===== config.mk =====
export PLATFORM = sky130hd
export DESIGN_NAME = lfu_cell
export DESIGN_NICKNAME = d
export VERILOG_FILES = /design/src/design/lfu_cache_table_unit_macros.svh /design/src/design/lfu_pkg.sv /design/src/design/lfu_cell.sv
export SDC_FILE = /design/constraint.sdc
export NUM_CORES = 1
export LEC_CHECK = 0
export BUFFER_PORTS_ARGS = -buffer_cell sky130_fd_sc_hd__buf_4
export CAP_MARGIN = 20
export CORE_MARGIN = 8
export CORE_UTILIZATION = 35
export CTS_BUF_LIST = sky130_fd_sc_hd__clkbuf_4 sky130_fd_sc_hd__clkbuf_8
export DETAILED_ROUTE_END_ITERATION = 10
export SETUP_SLACK_MARGIN = 0.4
export SLEW_MARGIN = 0
export SYNTH_ARGS = -nofsm -noshare
export SYNTH_HDL_FRONTEND = slang
export SYNTH_SLANG_ARGS = --single-unit

===== constraint.sdc =====
create_clock -name i_clk -period 8.86 [get_ports i_clk]
set_input_delay 1.329 -clock i_clk [delete_from_list [all_inputs] [get_ports i_clk]]
set_output_delay 1.329 -clock i_clk [all_outputs]
set_load 0.05 [all_outputs]

===== src/design/lfu_cache_table_unit_macros.svh =====
// assertion macros for the lfu cache table
`ifndef LFU_CACHE_TABLE_UNIT_MACROS_SVH
`define LFU_CACHE_TABLE_UNIT_MACROS_SVH
`ifndef SYNTH
`define LFU_ASSERT(lbl, prop) \
    lbl: assert property (@(posedge i_clk) disable iff (!i_rst_n) prop) \
        else $error("lfu assertion failed");
`define LFU_ASSERT_RST(lbl, prop) \
    lbl: assert property (@(posedge i_clk) prop) else $error("lfu reset assertion failed");
`else
`define LFU_ASSERT(lbl, prop)
`define LFU_ASSERT_RST(lbl, prop)
`endif
`endif


===== src/design/lfu_pkg.sv =====
// shared types and constants of the lfu cache table
`timescale 1ns / 1ps
package lfu_pkg;
    localparam int DEPTH = 16;
    localparam int IDXW = (DEPTH > 1) ? $clog2(DEPTH) : 1;
    localparam int CNTW = $clog2(DEPTH + 1);
    localparam int CAPW = 5;

    localparam logic ACT_GET = 1'b0;
    localparam logic ACT_PUT = 1'b1;

    typedef struct packed {
        logic               action;
        logic signed [31:0] lookup_key;
        logic signed [31:0] put_value;
    } t_in_item;

    typedef struct packed {
        logic               found;
        logic signed [31:0] read_value;
        logic               evicted;
        logic signed [31:0] evicted_key;
    } t_out_item;

    typedef enum logic [1:0] {
        CELL_IDLE,
        CELL_TOUCH,
        CELL_INSERT,
        CELL_EVICT_INSERT
    } t_cell_op;

    typedef struct packed {
        t_cell_op         op;
        logic [IDXW-1:0]  sel_idx;
        logic [IDXW-1:0]  ref_rank;
        logic             write_value;
        logic [31:0]      key;
        logic [31:0]      value;
    } t_cell_cmd;

    // running victim candidate passed along the chain
    typedef struct packed {
        logic             valid;
        logic [31:0]      count;
        logic [IDXW-1:0]  rank;
        logic [IDXW-1:0]  idx;
        logic [31:0]      key;
    } t_cand;

    typedef enum logic [2:0] {
        ST_IDLE,
        ST_LOOK,
        ST_SCAN,
        ST_EVICT,
        ST_DONE
    } t_state;
endpackage


===== src/design/lfu_cell.sv =====
// one cache entry with its share of the victim search chain
`timescale 1ns / 1ps
module lfu_cell import lfu_pkg::*; (
    input  logic            i_clk,
    input  logic            i_rst_n,
    input  logic [IDXW-1:0] i_index,
    input  t_cell_cmd       i_cmd,
    input  logic [31:0]     i_key,
    input  t_cand           i_cand,
    output t_cand           o_cand,
    output logic            o_match,
    output logic            o_valid,
    output logic [IDXW-1:0] o_rank,
    output logic [31:0]     o_value
);
    logic            r_valid, n_valid;
    logic [31:0]     r_key, n_key;
    logic [31:0]     r_value, n_value;
    logic [31:0]     r_count, n_count;
    logic [IDXW-1:0] r_rank, n_rank;
    t_cand           r_cand, n_cand;
    logic            sel;

    assign sel = (i_cmd.sel_idx == i_index);

    always_comb begin
        n_valid = r_valid;
        n_key   = r_key;
        n_value = r_value;
        n_count = r_count;
        n_rank  = r_rank;
        case (i_cmd.op)
            CELL_TOUCH: begin
                if (sel) begin
                    n_rank = '0;
                    if (r_count != 32'hFFFF_FFFF) n_count = r_count + 32'd1;
                    if (i_cmd.write_value) n_value = i_cmd.value;
                end else if (r_valid && r_rank < i_cmd.ref_rank) begin
                    n_rank = r_rank + 1'b1;
                end
            end
            CELL_INSERT, CELL_EVICT_INSERT: begin
                if (sel) begin
                    n_valid = 1'b1;
                    n_key   = i_cmd.key;
                    n_value = i_cmd.value;
                    n_count = 32'd1;
                    n_rank  = '0;
                end else if (r_valid) begin
                    // entries behind the victim close the gap, then all age by one
                    if (i_cmd.op == CELL_EVICT_INSERT && r_rank > i_cmd.ref_rank)
                        n_rank = r_rank;
                    else
                        n_rank = r_rank + 1'b1;
                end
            end
            default: ;
        endcase
    end

    always_comb begin
        n_cand = i_cand;
        if (r_valid && (!i_cand.valid || r_count < i_cand.count ||
                        (r_count == i_cand.count && r_rank > i_cand.rank))) begin
            n_cand.valid = 1'b1;
            n_cand.count = r_count;
            n_cand.rank  = r_rank;
            n_cand.idx   = i_index;
            n_cand.key   = r_key;
        end
    end

    always_ff @(posedge i_clk) begin
        if (!i_rst_n) begin
            r_valid      <= 1'b0;
            r_cand.valid <= 1'b0;
        end else begin
            r_valid      <= n_valid;
            r_cand.valid <= n_cand.valid;
        end
        r_key        <= n_key;
        r_value      <= n_value;
        r_count      <= n_count;
        r_rank       <= n_rank;
        r_cand.count <= n_cand.count;
        r_cand.rank  <= n_cand.rank;
        r_cand.idx   <= n_cand.idx;
        r_cand.key   <= n_cand.key;
    end

    assign o_cand  = r_cand;
    assign o_match = r_valid && (r_key == i_key);
    assign o_valid = r_valid;
    assign o_rank  = r_rank;
    assign o_value = r_value;
endmodule


# Word level (Yosys, flattened, before mapping)
# Cells that the tools add are included.
[totals] reg_bits=174 inputBits=186 out_inout_bits=111 elab_cells=59
[classes] add_sub_neg=2 n_lt_le_gt_ge=4 n_eq_ne=14 n_mux=15 reduce_logical=14
[op_table] op="$mux W32" count=6
[op_table] op="$pmux W32 S2" count=2
[op_table] op="$mux W73" count=1
[op_table] op="$eq A32 B32 Y1" count=2
[op_table] op="$add A32 B1 Y32 const B" count=1
[op_table] op="$lt A32 B32 Y1" count=1
[op_table] op="$ne A32 B32 Y1 const B" count=1
[op_table] op="$mux W4" count=5
[op_table] op="$reduce_and A4 Y1" count=3
[op_table] op="$ne A3 B3 Y1 const B" count=3
[op_table] op="$gt A4 B4 Y1" count=2
[op_table] op="$ne A2 B2 Y1 const B" count=4
[op_table] op="$pmux W4 S2" count=1
[op_table] op="$logic_and A1 B1 Y1" count=5
[op_table] op="$add A4 B1 Y4 const B" count=1
[op_table] op="$eq A2 B2 Y1 const B" count=2
[op_table] op="$eq A4 B4 Y1" count=1
[op_table] op="$lt A4 B4 Y1" count=1
[op_table] op="$eq A2 B1 Y1 const B" count=1
[op_table] op="$logic_or A1 B1 Y1" count=2
[op_table] op="$reduce_and A2 Y1" count=1
[op_table] op="$reduce_bool A2 Y1" count=1
[op_table] op="$reduce_or A2 Y1" count=1
[op_table] op="$logic_not A1 Y1" count=1

# Depth between registers and ports, before layout
[logic_depth] ltp_word=6 ltp_mapped=10

# Worst setup path before layout
# OpenSTA, ideal clock, no wires.
[synth_path] path_kind="input to output" start="input i_key[8]" end="output o_match" t_arrival_ps=3492 path_slack_ps=4039 cell_stages=5 n_path_buf=0 path_cell_list="xnor2_1 -> nand4_1 -> nor4_1 -> nand4_1 -> nor4_1"
[synth_via] elab_chain_cells=2
[synth_rtl] element="start: declaration" line="lfu_cell.sv:8" text="input logic [31:0] i_key,"
[synth_rtl] element="$eq A32 B32 Y1" line="lfu_cell.sv:92" text="assign o_match = r_valid && (r_key == i_key);"
[synth_rtl] element="$logic_and A1 B1 Y1" line="lfu_cell.sv:92"
[synth_rtl] element="end: declaration" line="lfu_cell.sv:11" text="output logic o_match,"
# Every way passes these cells.

# Worst setup path after layout
[layout_path] start="input i_key[18]" end="output o_match"
# Same word-level chain as after synthesis.

==> results.md <==
* Status: finished clean
* Netlist cell types at 40
* Seq cells post-synth at 174
* Setup Skew at 23.9 ps
* Drt pass-1 iters at 4
* Relative slew margins at 0.298
* Post-Synthesis Cell Area at 0.00760 mm^2
* Clock Path Buffers at 2
* Post_cts resized at 0
* Die area at 0.0267 mm^2
* Cts hold-fix bufs at 0
* CP max FO at 1
* Final nets at 1119
* Hold/Removal Path Class: register to register
* Layout cell share with drive strength beyond 1 at 0.455
* Number of buffers inserted during clock tree synthesis at 17
* Worst path required time at 7530 ps
* Async SR Flop Fraction at 0
* Pint at 0.00124 W
* Sequential share of power at 0.518
* H-tree Lvls at 4
* Crit. End Element: output pin
* Vias in the first global route at 5691
* Synth Flop Type: edfxtp_1
* Fraction of power spent switching nets at 0.298
* Power share of the combinational group at 0.176
* First-pass GRT wire length at 32500 um
* Fin util at 0.488
* Worst flop-to-flop path startpoint: r_count[27]$_SDFFCE_PN0P_
* Hold path startpoint: r_key[5]$_DFFE_PP_
* I/O pins at 297
* Clock network fraction of total power at 0.306
* WL final at 21800 um
* Synthesized area per cell at 13.1 um^2
* Grt ovf at 0
* Min cycle time layout at 4300 ps
* Final ANT Viol Nets at 0
* Startpoint types: primary input
* Initial antenna violation count at 0
* NetSw at 0.000525 W
* Class of the most critical setup path: primary input to output pin
* Unrepaired setup endpoints after global routing: no
* Total clock sinks at 174
* Final setup fails at 0
* Avg Vias per Cell at 4.61
* GRT Util Overall at 0.159
* Diode count at 0
* Syn Nets at 810
* Number of synthesis warnings at 0
* CP Cell Sequence: buf_4 -> xnor2_1 -> nand4_1 -> nor4_1 -> nand4_1 -> nor4_1 -> buf_4
* FF-to-FF setup slack at 5410 ps
* Worst-skew pair later-pin latency at 460 ps
* Worst-path clk slew at 90 ps
* Fmax at 0.233 GHz
* Initial Utilization at 0.353
* Post-CTS Setup Bufs at 0
* Final Cycle Share at 0.485
* Detailed-placement wirelength estimate at 17100 um
* Post-synth EDFFs at 100
* Core box area at 0.0216 mm^2
* Final Hold Fails at 0
* CTS tree: built
* Die Wd at 163 um
* Die height at 163 um
* Max stage delay on crit path at 410 ps
* I/O Buffers at 296
* Largest net degree at the start of global routing at 73
* GPL Wtd Cong at 0.759
* DRT iter0 DRCs at 286
* Syn Inst Count at 582
* Post-Route Setup TNS at 0 ps
* Post-synthesis sequential area ratio at 0.590
* Worst-margin pin slew at 1050 ps
* # Max-Cap Violations at 0
* Critical path launch point: i_key[18]
* Data arrival, critical path at 2970 ps
* Cell Rows at 54
* PwrDens at 167 mW/mm^2
* Slew Viols, Final at 0
* Slowest-stage cell, CP: nor4_1
* Leak pwr at 4.50 nW
* Area grow syn2layout at 38.2%
* Routed wire per std cell at 18.4 um
* Max IR drop VDD at 0.0886 mV
* Residual DRC at 0
* Clk root buf: clkbuf_8
* Detailed-route via count at 5464
## stage by stage
| stage | hold slack [ps] | total power, W | std cells | worst slack (ps) | area [um^2] |
|---|---|---|---|---|---|
| after detailed placement | 515 | 0.00124 | 1152 | 4430 | 10100 |
| after CTS | 537 | 0.00179 | 1184 | 4530 | 10500 |
| after floorplan | 499 | 0.00111 | 582 | 4040 | 7600 |
| after global routing | 556 | 0.00184 | 1184 | 4410 | 10500 |
| after global placement | 507 | 0.00124 | 1152 | 4450 | 10100 |
| final | 532 | 0.00176 | 1184 | 4560 | 10500 |
## logic make-up after synthesis
group	synth area share
AND/OR/NAND/NOR	0.0893
adder cells (fa/ha/maj)	0.0691
flip-flops	0.590
multiplexers	0.106
buffers and inverters	0.0331
AO/OA/AOI/OAI	0.0410
XOR/XNOR	0.0714
## layer usage
metal | part of all wire | up-vias | global-route usage
li1 | - | 2699 | -
met1 | 0.41 | 2561 | 0.187
met2 | 0.49 | 192 | 0.273
met3 | 0.089 | 12 | 0.0542
met4 | 0.0089 | 0 | 0.0409
met5 | 0 | - | 0
## Yosys cell counts, drive strengths merged (3+ instances only)
cell type / count / area [um^2]
edfxtp: 100 / 3000
dfxtp: 74 / 1480
mux2: 71 / 800
ha: 42 / 526
inv: 42 / 158
xnor2: 36 / 315
nor2: 34 / 128
xor2: 26 / 228
nand2: 25 / 93.8
a21oi: 21 / 105
nand4: 21 / 138
nand3: 14 / 70.1
o21ai: 13 / 76.3
buf: 7 / 78.8
nor2b: 6 / 37.5
nor4: 6 / 58.8
o21a: 6 / 45.0
or3: 6 / 37.5
and3: 5 / 31.3
and2: 4 / 25.0
clkbuf: 4 / 15.0
and4: 3 / 26.3
## layout by cell type (no fill, tap or decap), drive strengths merged, types with 7 or more instances in the layout
master | synthesis | layout
inv | 42 | 50
nand2 | 25 | 25
edfxtp | 100 | 100
dfxtp | 74 | 74
xor2 | 26 | 26
o21ai | 13 | 13
xnor2 | 36 | 36
clkbuf | 4 | 17
nand4 | 21 | 21
a21oi | 21 | 21
mux2 | 71 | 71
buf | 7 | 301
clkinv | 0 | 7
nand3 | 14 | 14
ha | 42 | 42
nor2 | 34 | 34
## worst max-delay path, delay by kind of cell
| kind | cells | cell delay (ps) |
|---|---|---|
| buffers and inverters | 2 | 360 |
| xor gates and xnor gates | 1 | 190 |
| and+or+nand+nor | 4 | 1070 |
## layout make-up
cell class	count	area, um^2
clock buffer	17	234
clock inverter	15	148
fill	1986	11000
inverter	42	158
multi-input combinational	355	2880
sequential	174	4480
tap	280	350
timing repair buffer	301	2260
## power groups by stage
stage | sequential (W) | clock [W] | combinational, W
2_1_floorplan | 0.00103 | 0 | 0.0000771
3_3_place_gp | 0.000930 | 0 | 0.000311
3_5_place_dp | 0.000930 | 0 | 0.000313
4_1_cts | 0.000912 | 0.000561 | 0.000314
5_1_grt | 0.000916 | 0.000591 | 0.000331
6_report | 0.000912 | 0.000538 | 0.000310
## worst paths after layout
| kind | cells after the start | endpoint |
|---|---|---|
| setup / recovery | 7 | o_match |
| setup reg to reg | 9 | o_cand[30]$_DFF_P_ |
| hold / removal | 1 | o_cand[5]$_DFF_P_ |
| hold reg to reg | 1 | o_cand[5]$_DFF_P_ |
## flip-flops by register name, summed over array words and instances, names as in the netlist
name     count
o_value     32
o_cand      73
r_count     32
o_valid      1
o_rank       4
r_key       32
Note: power is estimated with default switching activity, not from simulation.
